==> src/hdl/spa_pkg.sv <==
// shared types, constants and helpers of the server pool allocator
`timescale 1ns / 1ps

package spa_pkg;

  // pool and client table sizes; both stay powers of two so pointers wrap by truncation
  localparam int MAX_SERVERS = 16;
  localparam int MAX_CLIENTS = 64;

  localparam int SRV_W  = $clog2(MAX_SERVERS);
  localparam int CLI_W  = $clog2(MAX_CLIENTS);
  localparam int SCNT_W = $clog2(MAX_SERVERS + 1);
  localparam int CCNT_W = $clog2(MAX_CLIENTS + 1);
  localparam int CFG_W  = (SCNT_W > CCNT_W) ? SCNT_W : CCNT_W;

  // register indexes
  localparam logic CFG_SERVER_COUNT = 1'b0;
  localparam logic CFG_CLIENT_COUNT = 1'b1;

  // operations
  localparam logic OP_REQUEST = 1'b0;
  localparam logic OP_FINISH  = 1'b1;

  // result status codes
  localparam logic [2:0] ST_GRANTED   = 3'd0;
  localparam logic [2:0] ST_FORWARDED = 3'd1;
  localparam logic [2:0] ST_QUEUED    = 3'd2;
  localparam logic [2:0] ST_DROPPED   = 3'd3;
  localparam logic [2:0] ST_RELEASED  = 3'd4;
  localparam logic [2:0] ST_IGNORED   = 3'd5;
  localparam logic [2:0] ST_BAD       = 3'd6;

  typedef struct packed {
    logic             holds;
    logic             waiting;
    logic [SRV_W-1:0] held;
  } cli_entry_t;

  typedef struct packed {
    logic             en;
    logic [CLI_W-1:0] addr;
    cli_entry_t       data;
  } cli_wr_t;

  typedef struct packed {
    logic              restart;
    logic [SCNT_W-1:0] fill;
    logic              take;
    logic              put;
    logic [SRV_W-1:0]  put_srv;
  } pool_ctl_t;

  typedef struct packed {
    logic             restart;
    logic             push;
    logic [CLI_W-1:0] push_cid;
    logic             pop;
  } wq_ctl_t;

  function automatic logic [SCNT_W-1:0] sat_servers(input logic [SCNT_W-1:0] v);
    return (v > SCNT_W'(MAX_SERVERS)) ? SCNT_W'(MAX_SERVERS) : v;
  endfunction

  function automatic logic [CCNT_W-1:0] sat_clients(input logic [CCNT_W-1:0] v);
    return (v > CCNT_W'(MAX_CLIENTS)) ? CCNT_W'(MAX_CLIENTS) : v;
  endfunction

endpackage

==> src/hdl/spa_free_pool.sv <==
// free server pool: circular memory with head pointer, fill count and per-entry valid bits
`timescale 1ns / 1ps

module spa_free_pool import spa_pkg::*; (
  input  logic              clk,
  input  logic              rst,
  input  pool_ctl_t         ctl,
  input  logic              rd_en,
  output logic [SRV_W-1:0]  head_srv,
  output logic [SCNT_W-1:0] count
);

  logic [SRV_W-1:0]       mem [MAX_SERVERS];
  logic [MAX_SERVERS-1:0] vld;
  logic [SRV_W-1:0]       head;
  logic [SRV_W-1:0]       tail;
  logic                   put_ok;

  assign tail   = head + count[SRV_W-1:0];
  assign put_ok = ctl.put && (count < SCNT_W'(MAX_SERVERS));

  always_ff @(posedge clk) begin
    if (rst) begin
      head  <= '0;
      count <= SCNT_W'(MAX_SERVERS);
      vld   <= '0;
    end else if (ctl.restart) begin
      head  <= '0;
      count <= ctl.fill;
      vld   <= '0;
    end else if (ctl.take) begin
      head  <= head + SRV_W'(1);
      count <= count - SCNT_W'(1);
    end else if (put_ok) begin
      count     <= count + SCNT_W'(1);
      vld[tail] <= 1'b1;
    end
  end

  // an entry never written since restart reads as its own index
  always_ff @(posedge clk) begin
    if (put_ok && !ctl.restart) begin
      mem[tail] <= ctl.put_srv;
    end
    if (rd_en) begin
      head_srv <= vld[head] ? mem[head] : head;
    end
  end

endmodule

==> src/hdl/spa_wait_queue.sv <==
// fifo waitlist of client ids kept in a circular memory
`timescale 1ns / 1ps

module spa_wait_queue import spa_pkg::*; (
  input  logic              clk,
  input  logic              rst,
  input  wq_ctl_t           ctl,
  input  logic              rd_en,
  output logic [CLI_W-1:0]  head_cid,
  output logic [CCNT_W-1:0] count
);

  logic [CLI_W-1:0] mem [MAX_CLIENTS];
  logic [CLI_W-1:0] head;
  logic [CLI_W-1:0] tail;
  logic             push_ok;

  assign tail    = head + count[CLI_W-1:0];
  assign push_ok = ctl.push && (count < CCNT_W'(MAX_CLIENTS));

  always_ff @(posedge clk) begin
    if (rst || ctl.restart) begin
      head  <= '0;
      count <= '0;
    end else if (ctl.pop) begin
      head  <= head + CLI_W'(1);
      count <= count - CCNT_W'(1);
    end else if (push_ok) begin
      count <= count + CCNT_W'(1);
    end
  end

  always_ff @(posedge clk) begin
    if (push_ok && !ctl.restart) begin
      mem[tail] <= ctl.push_cid;
    end
    if (rd_en) begin
      head_cid <= mem[head];
    end
  end

endmodule

==> src/hdl/spa_client_table.sv <==
// per-client memory of holder and waiting marks and held server, with valid bits
`timescale 1ns / 1ps

module spa_client_table import spa_pkg::*; (
  input  logic             clk,
  input  logic             rst,
  input  logic             restart,
  input  logic             rd_en,
  input  logic [CLI_W-1:0] rd_addr,
  output cli_entry_t       rd_data,
  input  cli_wr_t          wr
);

  cli_entry_t             mem [MAX_CLIENTS];
  logic [MAX_CLIENTS-1:0] vld;

  always_ff @(posedge clk) begin
    if (rst || restart) begin
      vld <= '0;
    end else if (wr.en) begin
      vld[wr.addr] <= 1'b1;
    end
  end

  // untouched entries read as cleared marks
  always_ff @(posedge clk) begin
    if (wr.en) begin
      mem[wr.addr] <= wr.data;
    end
    if (rd_en) begin
      rd_data <= vld[rd_addr] ? mem[rd_addr] : '0;
    end
  end

endmodule

==> src/hdl/server_pool_allocator_with_waitlist_unit.sv <==
// top level: server pool allocator with fifo waitlist
`timescale 1ns / 1ps

// Lends servers from a fifo free pool to clients. Each input word (operation, client_id)
// yields one result word, or two for a finish that returns a server while clients wait:
// a release word with last low, then a grant word to the oldest waiting client. One item is
// handled at a time: the accept cycle issues reads of the client table, the pool head and
// the waitlist head (synchronous memories), and S_EXEC then does the read-modify-write and
// loads the output register once that register is free; S_SECOND issues a second grant
// word when one follows, again waiting for a free output register. The
// output register lets the next item be accepted while the last word still waits. A write
// on the configuration port (index 0 server_count, 1 client_count, saturated at 16 and 64)
// restarts the pool and clears all marks in the same cycle; no clearing pass is needed, as
// valid bits cover the client table and the pool. Write configuration only while idle.
module server_pool_allocator_with_waitlist_unit import spa_pkg::*; (
  input  logic              clk,
  input  logic              rst,
  // input channel
  input  logic              in_valid,
  output logic              in_ready,
  input  logic              operation,
  input  logic [CLI_W-1:0]  client_id,
  // output channel
  output logic              out_valid,
  input  logic              out_ready,
  output logic [2:0]        status,
  output logic [CLI_W-1:0]  client_out,
  output logic [SRV_W-1:0]  server_id,
  output logic              last,
  // configuration port
  input  logic              cfg_write,
  input  logic              cfg_index,
  input  logic [CFG_W-1:0]  cfg_data
);

  typedef enum logic [1:0] {
    S_IDLE,
    S_EXEC,
    S_SECOND
  } state_t;

  state_t             state;
  logic               op_q;
  logic [CLI_W-1:0]   cid_q;
  logic [SRV_W-1:0]   grant_srv;
  logic [SRV_W-1:0]   grant_next;
  logic [SCNT_W-1:0]  srv_cnt;
  logic [CCNT_W-1:0]  cli_cnt;
  logic [SCNT_W-1:0]  fill_n;

  logic               accept;
  logic               out_free;
  logic               bad;
  logic               go_second;

  // result word being built
  logic               res_load;
  logic [2:0]         res_status;
  logic [CLI_W-1:0]   res_client;
  logic [SRV_W-1:0]   res_server;
  logic               res_last;

  // memory ports
  cli_entry_t         ent;
  cli_wr_t            cli_wr;
  pool_ctl_t          pool_ctl;
  wq_ctl_t            wq_ctl;
  logic [SRV_W-1:0]   pool_head;
  logic [SCNT_W-1:0]  fp_count;
  logic [CLI_W-1:0]   wq_head;
  logic [CCNT_W-1:0]  wq_count;
  logic [SCNT_W-1:0]  fp_after_put;

  assign in_ready = (state == S_IDLE);
  assign accept   = in_valid && in_ready;
  assign out_free = !out_valid || out_ready;
  assign bad      = (CCNT_W'(cid_q) >= cli_cnt);

  // pool fill used by a restart in this cycle
  assign fill_n = (cfg_index == CFG_SERVER_COUNT) ? sat_servers(cfg_data[SCNT_W-1:0]) : srv_cnt;

  // pool level once the returned server is back (a full pool drops it)
  assign fp_after_put = (fp_count < SCNT_W'(MAX_SERVERS)) ? fp_count + SCNT_W'(1) : fp_count;

  spa_client_table u_cli (
    .clk     (clk),
    .rst     (rst),
    .restart (cfg_write),
    .rd_en   (accept),
    .rd_addr (client_id),
    .rd_data (ent),
    .wr      (cli_wr)
  );

  spa_free_pool u_pool (
    .clk      (clk),
    .rst      (rst),
    .ctl      (pool_ctl),
    .rd_en    (accept),
    .head_srv (pool_head),
    .count    (fp_count)
  );

  spa_wait_queue u_wq (
    .clk      (clk),
    .rst      (rst),
    .ctl      (wq_ctl),
    .rd_en    (accept),
    .head_cid (wq_head),
    .count    (wq_count)
  );

  // decision and memory updates for the item in flight
  always_comb begin
    cli_wr           = '0;
    pool_ctl         = '0;
    pool_ctl.restart = cfg_write;
    pool_ctl.fill    = fill_n;
    wq_ctl           = '0;
    wq_ctl.restart   = cfg_write;
    res_load         = 1'b0;
    res_status       = ST_BAD;
    res_client       = cid_q;
    res_server       = '0;
    res_last         = 1'b1;
    go_second        = 1'b0;
    grant_next       = grant_srv;
    case (state)
      S_EXEC: begin
        if (out_free) begin
          res_load = 1'b1;
          if (bad) begin
            res_status = ST_BAD;
          end else if (op_q == OP_REQUEST) begin
            if (ent.holds) begin
              res_status = ST_FORWARDED;
              res_server = ent.held;
            end else if (ent.waiting) begin
              res_status = ST_DROPPED;
            end else if (fp_count != '0) begin
              // grant the head free server
              res_status   = ST_GRANTED;
              res_server   = pool_head;
              pool_ctl.take = 1'b1;
              cli_wr.en    = 1'b1;
              cli_wr.addr  = cid_q;
              cli_wr.data  = '{holds: 1'b1, waiting: 1'b0, held: pool_head};
            end else begin
              // pool empty: join the waitlist unless it is full
              res_status = ST_QUEUED;
              if (wq_count < CCNT_W'(MAX_CLIENTS)) begin
                wq_ctl.push     = 1'b1;
                wq_ctl.push_cid = cid_q;
                cli_wr.en       = 1'b1;
                cli_wr.addr     = cid_q;
                cli_wr.data     = '{holds: 1'b0, waiting: 1'b1, held: ent.held};
              end
            end
          end else if (!ent.holds) begin
            res_status = ST_IGNORED;
          end else begin
            // release: return server to the pool tail
            res_status       = ST_RELEASED;
            res_server       = ent.held;
            pool_ctl.put     = 1'b1;
            pool_ctl.put_srv = ent.held;
            cli_wr.en        = 1'b1;
            cli_wr.addr      = cid_q;
            cli_wr.data      = '{holds: 1'b0, waiting: ent.waiting, held: ent.held};
            if (wq_count != '0 && fp_after_put != '0) begin
              res_last  = 1'b0;
              go_second = 1'b1;
              // an empty pool's new head is the server just returned
              grant_next = (fp_count == '0) ? ent.held : pool_head;
            end
          end
        end
      end
      S_SECOND: begin
        if (out_free) begin
          // hand the head free server to the oldest waiter
          res_load      = 1'b1;
          res_status    = ST_GRANTED;
          res_client    = wq_head;
          res_server    = grant_srv;
          wq_ctl.pop    = 1'b1;
          pool_ctl.take = 1'b1;
          cli_wr.en     = 1'b1;
          cli_wr.addr   = wq_head;
          cli_wr.data   = '{holds: 1'b1, waiting: 1'b0, held: grant_srv};
        end
      end
      default: begin
      end
    endcase
  end

  // sequencer, configuration registers and output register
  always_ff @(posedge clk) begin
    if (rst) begin
      state      <= S_IDLE;
      out_valid  <= 1'b0;
      srv_cnt    <= SCNT_W'(MAX_SERVERS);
      cli_cnt    <= CCNT_W'(MAX_CLIENTS);
      op_q       <= OP_REQUEST;
      cid_q      <= '0;
      grant_srv  <= '0;
      status     <= ST_GRANTED;
      client_out <= '0;
      server_id  <= '0;
      last       <= 1'b0;
    end else begin
      if (cfg_write) begin
        case (cfg_index)
          CFG_SERVER_COUNT: srv_cnt <= sat_servers(cfg_data[SCNT_W-1:0]);
          CFG_CLIENT_COUNT: cli_cnt <= sat_clients(cfg_data[CCNT_W-1:0]);
          default: begin
          end
        endcase
      end
      case (state)
        S_IDLE: begin
          if (in_valid) begin
            op_q  <= operation;
            cid_q <= client_id;
            state <= S_EXEC;
          end
        end
        S_EXEC: begin
          if (out_free) begin
            grant_srv <= grant_next;
            state     <= go_second ? S_SECOND : S_IDLE;
          end
        end
        S_SECOND: begin
          if (out_free) begin
            state <= S_IDLE;
          end
        end
        default: state <= S_IDLE;
      endcase
      if (res_load) begin
        out_valid  <= 1'b1;
        status     <= res_status;
        client_out <= res_client;
        server_id  <= res_server;
        last       <= res_last;
      end else if (out_ready) begin
        out_valid <= 1'b0;
      end
    end
  end

  // a non-final word is only ever the release before a second grant
  assert property (@(posedge clk) disable iff (rst)
    out_valid && !last |-> status == ST_RELEASED)
    else $error("non-final word that is not a release");

  // the second grant always has a waiter to serve
  assert property (@(posedge clk) disable iff (rst)
    state == S_SECOND |-> wq_count != '0)
    else $error("second grant with empty waitlist");

  // between items, waiters exist only while the pool is empty
  assert property (@(posedge clk) disable iff (rst)
    state == S_IDLE && wq_count != '0 |-> fp_count == '0)
    else $error("clients waiting while servers are free");

  // the pool never holds more servers than it has places
  assert property (@(posedge clk) disable iff (rst)
    fp_count <= SCNT_W'(MAX_SERVERS))
    else $error("free pool count overflow");

endmodule

==> config.mk <==
export PLATFORM = sky130hd
export DESIGN_NAME = server_pool_allocator_with_waitlist_unit
export DESIGN_NICKNAME = d
export VERILOG_FILES = /design/src/hdl/spa_pkg.sv /design/src/hdl/spa_free_pool.sv /design/src/hdl/spa_wait_queue.sv /design/src/hdl/spa_client_table.sv /design/src/hdl/server_pool_allocator_with_waitlist_unit.sv
export SDC_FILE = /design/constraint.sdc
export NUM_CORES = 1
export LEC_CHECK = 0
export BUFFER_PORTS_ARGS = -buffer_cell sky130_fd_sc_hd__clkbuf_2
export CORE_ASPECT_RATIO = 0.75
export CORE_MARGIN = 2
export CORE_UTILIZATION = 60
export CTS_BUF_LIST = sky130_fd_sc_hd__clkbuf_16
export DETAILED_ROUTE_END_ITERATION = 8
export GPL_TIMING_DRIVEN = 1
export MAX_ROUTING_LAYER = met4
export PLACE_DENSITY = 0.75
export SLEW_MARGIN = 10
export SYNTH_ARGS = -nofsm -noshare
export SYNTH_HDL_FRONTEND = slang
export SYNTH_SLANG_ARGS = --single-unit
==> constraint.sdc <==
create_clock -name clk -period 9.8 [get_ports clk]
set_input_delay 0.98 -clock clk [delete_from_list [all_inputs] [get_ports clk]]
set_output_delay 0.98 -clock clk [all_outputs]
set_load 0.02 [all_outputs]
==> Implementation_results.wiki <==
{| class="wikitable"
! Metric !! Value
|-
| Status || complete, no violations
|-
| Final number of hold-violating endpoints || 0
|-
| Fin Setup TNS || 0 ps
|-
| Vias per std cell || about 6.7
|-
| FF-to-FF setup slack || roughly 5000 ps
|-
| Total track usage || roughly 27%
|-
| Worst slack on hold paths || 460 ps
|-
| Number of global-route vias before repair || between 20,000 and 25,000
|-
| Primary FF master, synth || edfxtp_1
|-
| Routability congestion estimate || 0.938
|-
| Endpoints failing setup || 0
|-
| Largest net degree at the start of global routing || 73
|-
| Max Cap Viol || 0
|-
| Standby leakage power || ~14 nW
|-
| Die area || just under 70,000 sq um
|-
| CP Capture Type || flop
|-
| Fraction of layout cells with a size suffix above 1 || about 21%
|-
| Non-filler cells in the finished layout || around 3,300
|-
| Initial Utilization || between 60% and 70%
|-
| Fmax || 213 MHz
|-
| Type of origin of the critical path || flop
|-
| Die outline width || slightly above 300 microns
|-
| Required time of the worst setup path || slightly above 10,000 ps
|-
| DIE HEIGHT || 228 microns
|-
| Arrival time of the worst setup path || between 4000 and 5000 ps
|-
| Flip-flop and latch count after synthesis || slightly below 1,000
|-
| Total clock buffers created by CTS || between 90 and 100
|-
| Pwr dens || between 150 and 200 nW/um^2
|-
| DR pass1 iterations || 8
|-
| GR Util met2 || a little under two fifths
|-
| Final worst-path cycle share || ~48%
|-
| List of cells traversed by the critical path || inv_1 > ha_1 > nand2b_1 > a211oi_1 > o31a_1 > nand2_2 > nor4_1 > nand3_1 > nor2_1
|-
| Net count reported at finish || approximately 2,400
|-
| EDFF count, synth || 848
|-
| Area of the mapped netlist || 40,100 sq um
|-
| Kind of critical path || flop to flop
|-
| Relative slew margins || between 15 and 20%
|-
| Worst Skew || roughly 19 ps
|-
| H-Tree Depth || 3
|-
| Total wire length || between 80,000 and 90,000 microns
|-
| Time the worst path needs with I/O delays and setup || between 4000 and 5000 ps
|-
| Maximum resistive drop on vdd || about 170 uV
|-
| Avg WL per Cell || 27.4 microns
|-
| Actual transition at the worst max-transition pin || between 1000 and 1500 ps
|-
| Filler cell count || 4,194
|-
| Syn nets || ~2,300
|-
| Clock slew at the register clock pins of the worst setup and hold paths || around 60 ps
|-
| Number of antenna violations at the first check in global routing || 2
|-
| Placed cell count || just over 3,000
|-
| Number of buffers inserted by hold repair at cts || 0
|-
| Post-Place Cell Area || 41,100 sq um
|-
| Yosys warnings || 0
|-
| Global-route track usage on met1 || 41.3%
|-
| Num rows || 82
|-
| Setup Fix Bufs, Post-CTS || 0
|-
| Delay contributed by the slowest stage of the critical path || a little under 800 ps
|-
| Detailed-placement wirelength estimate || between 50,000 and 60,000 microns
|-
| First-pass GRT wire length || between 100,000 and 150,000 microns
|-
| Post-synthesis cell type count || 80
|-
| Max-slew violations || 0
|-
| Clk Tree Root Cell || clkbuf_16
|-
| Core Area || roughly 66,000 sq um
|-
| Residual DRC count || 0
|-
| GR Util met3 || 7.47%
|-
| Max Buffers Root-to-Sink || 3
|-
| Clock tree from TritonCTS || yes
|-
| Count of mapped cells out of synthesis || between 2,000 and 2,500
|-
| Count of port buffers added during placement || 35
|-
| GR peak layer || met1
|-
| Sequential element share of the synthesized area || 70.9%
|-
| Final standard cell area without fillers || 44,000 sq um
|-
| Peak fanout along the critical path || 9
|-
| Async SR Flop Fraction || 0%
|-
| Unrepaired setup endpoints after global routing || false
|-
| Violation count after the first detailed-routing iteration || 2,963
|-
| Congestion Overflow GR || 0
|-
| Storage cell area || 28,400 sq um
|-
| Area growth from synthesis to final layout || 9.83%
|-
| Number of routed nets with antenna violations || 0
|-
| Number of ports placed on the die boundary || 36
|-
| Clock sink total || a little under 1,000
|-
| Average cell area after synthesis || roughly 18 sq um
|-
| Clock latency on the worst-skew pair || around 650 ps
|-
| Routed via count || between 20,000 and 25,000
|-
| Hold Crit Class || flop to flop
|-
| Slowest-stage cell, CP || nor2_1
|-
| Combined area of the multi-input logic cells || 11,200 sq um
|-
| PostCTS Resize Cnt || 0
|}
[synthesized netlist by cell type, types with 6 or more instances]
| cell type | instances | area, sq um |
|---|---|---|
| a21o_1 | 6 | 45.0 |
| nand2_1 | 131 | 492 |
| a21oi_1 | 59 | 295 |
| or3_1 | 6 | 37.5 |
| edfxtp_1 | 848 | 25500 |
| and3_1 | 8 | 50.1 |
| buf_1 | 21 | 78.8 |
| buf_4 | 6 | 45.0 |
| and2_1 | 18 | 113 |
| clkbuf_1 | 71 | 267 |
| nand3_1 | 26 | 130 |
| inv_1 | 21 | 78.8 |
| ha_1 | 28 | 350 |
| nor2b_1 | 9 | 56.3 |
| nand4_1 | 15 | 93.8 |
| xnor2_1 | 15 | 131 |
| dfxtp_1 | 146 | 2920 |
| buf_2 | 20 | 100 |
| o21ai_0 | 40 | 200 |
| o21a_1 | 62 | 465 |
| a211oi_1 | 22 | 165 |
| mux4_2 | 257 | 5790 |
| nor2_1 | 226 | 848 |
| mux2i_1 | 6 | 60.1 |
| mux2_2 | 6 | 67.6 |
| nor3_1 | 20 | 100 |
| a22oi_1 | 68 | 510 |
| xor2_1 | 11 | 96.3 |
| nor3b_1 | 8 | 60.1 |
[kinds of logic (layout without fill, tap and decap cells)]
kind of cell | after synthesis | count (layout) | share of synthesized area, %
xor gates and xnor gates | 26 | 26 | 0.568
adders and majority gates | 31 | 31 | 1.02
buffers and inverters | 144 | 251 | 1.52
DFF | 994 | 994 | 70.9
AOI/OAI and AO/OA | 321 | 321 | 5.67
and+or+nand+nor | 497 | 497 | 5.59
other | 0 | 1 | 0
muxes | 269 | 269 | 14.8
[path summary, 6_finish.rpt]
| path | start | endpoint | cells past startpoint |
|---|---|---|---|
| worst max-delay path | cid_q[0]$_SDFFE_PP0P_ | u_wq.mem[1][4]$_DFFE_PP_ | 9 |
| worst min-delay path | u_cli.vld[7]$_SDFFE_PP0P_ | u_cli.vld[7]$_SDFFE_PP0P_ | 1 |
| worst max register to register | cid_q[0]$_SDFFE_PP0P_ | u_wq.mem[1][4]$_DFFE_PP_ | 9 |
| worst min register to register | u_cli.vld[7]$_SDFFE_PP0P_ | u_cli.vld[7]$_SDFFE_PP0P_ | 1 |
[registers in the layout, indices dropped and copies added, names as in the netlist, 7 cells and up, named ones only]
name and count:
u_wq.count 7, u_cli.mem 384, u_cli.vld 64, u_wq.mem 384, cli_cnt 7, u_pool.vld 16
u_pool.mem 64
[metrics by stage]
| step | power (mW) | setup WS [ps] | utilization (%) |
|---|---|---|---|
| final | 8.17 | 5110 | 66.3 |
| after global routing | 8.38 | 5000 | 66.3 |
| after CTS | 8.20 | 5310 | 66.3 |
| after detailed placement | 4.86 | 4700 | 62.0 |
| after global placement | 4.85 | 4960 | 62.0 |
| after floorplan | 4.79 | 4920 | - |
[worst max-delay path, delay by kind of cell (launching register included)]
kind | cells | cell delay [ps]
DFF | 1 | 400
buffers and inverters | 1 | 180
and+or+nand+nor | 5 | 2480
AOI/OAI and AO/OA | 2 | 950
adders and majority gates | 1 | 320
[cell type report]
| class | count | area share (%) |
|---|---|---|
| tap | 882 | 2.51 |
| antenna | 1 | 0.00569 |
| timing repair buffer | 60 | 0.845 |
| multi-input combinational | 1144 | 25.4 |
| sequential | 994 | 64.5 |
| clock buffer | 93 | 5.29 |
| clock inverter | 75 | 1.21 |
| inverter | 23 | 0.196 |
[placed cells by master (no fill, tap or decap), types with 6 or more instances in the layout]
master | netlist | layout
a211oi_1 | 22 | 22
a21o_1 | 6 | 6
a21oi_1 | 59 | 56
a22oi_1 | 68 | 68
and2_1 | 18 | 13
and3_1 | 8 | 8
buf_4 | 6 | 26
bufinv_16 | 0 | 6
clkbuf_16 | 0 | 93
clkbuf_2 | 0 | 33
clkinv_1 | 1 | 12
clkinv_2 | 0 | 16
dfxtp_1 | 146 | 143
edfxtp_1 | 848 | 848
ha_1 | 28 | 28
inv_1 | 21 | 47
mux2_2 | 6 | 6
mux2i_1 | 6 | 6
mux4_2 | 257 | 257
nand2_1 | 131 | 131
nand3_1 | 26 | 26
nand4_1 | 15 | 15
nor2_1 | 226 | 225
nor2b_1 | 9 | 8
nor3_1 | 20 | 18
nor3b_1 | 8 | 8
o21a_1 | 62 | 62
o21ai_0 | 40 | 40
or3_1 | 6 | 6
xnor2_1 | 15 | 15
xor2_1 | 11 | 11
[layer usage]
layer	up-vias	share of wire (%)
li1	9211	-
met1	11300	43
met2	1218	44
met3	144	11
met4	0	2.2
met5	-	0
[report_power, final]
| group | switching, mW | internal [mW] |
|---|---|---|
| registers | 0.0194 | 4.54 |
| clock network | 1.51 | 1.88 |
| logic | 0.146 | 0.0662 |
| total | 1.68 | 6.49 |
No activity file was read; power rests on OpenSTA's default activity.
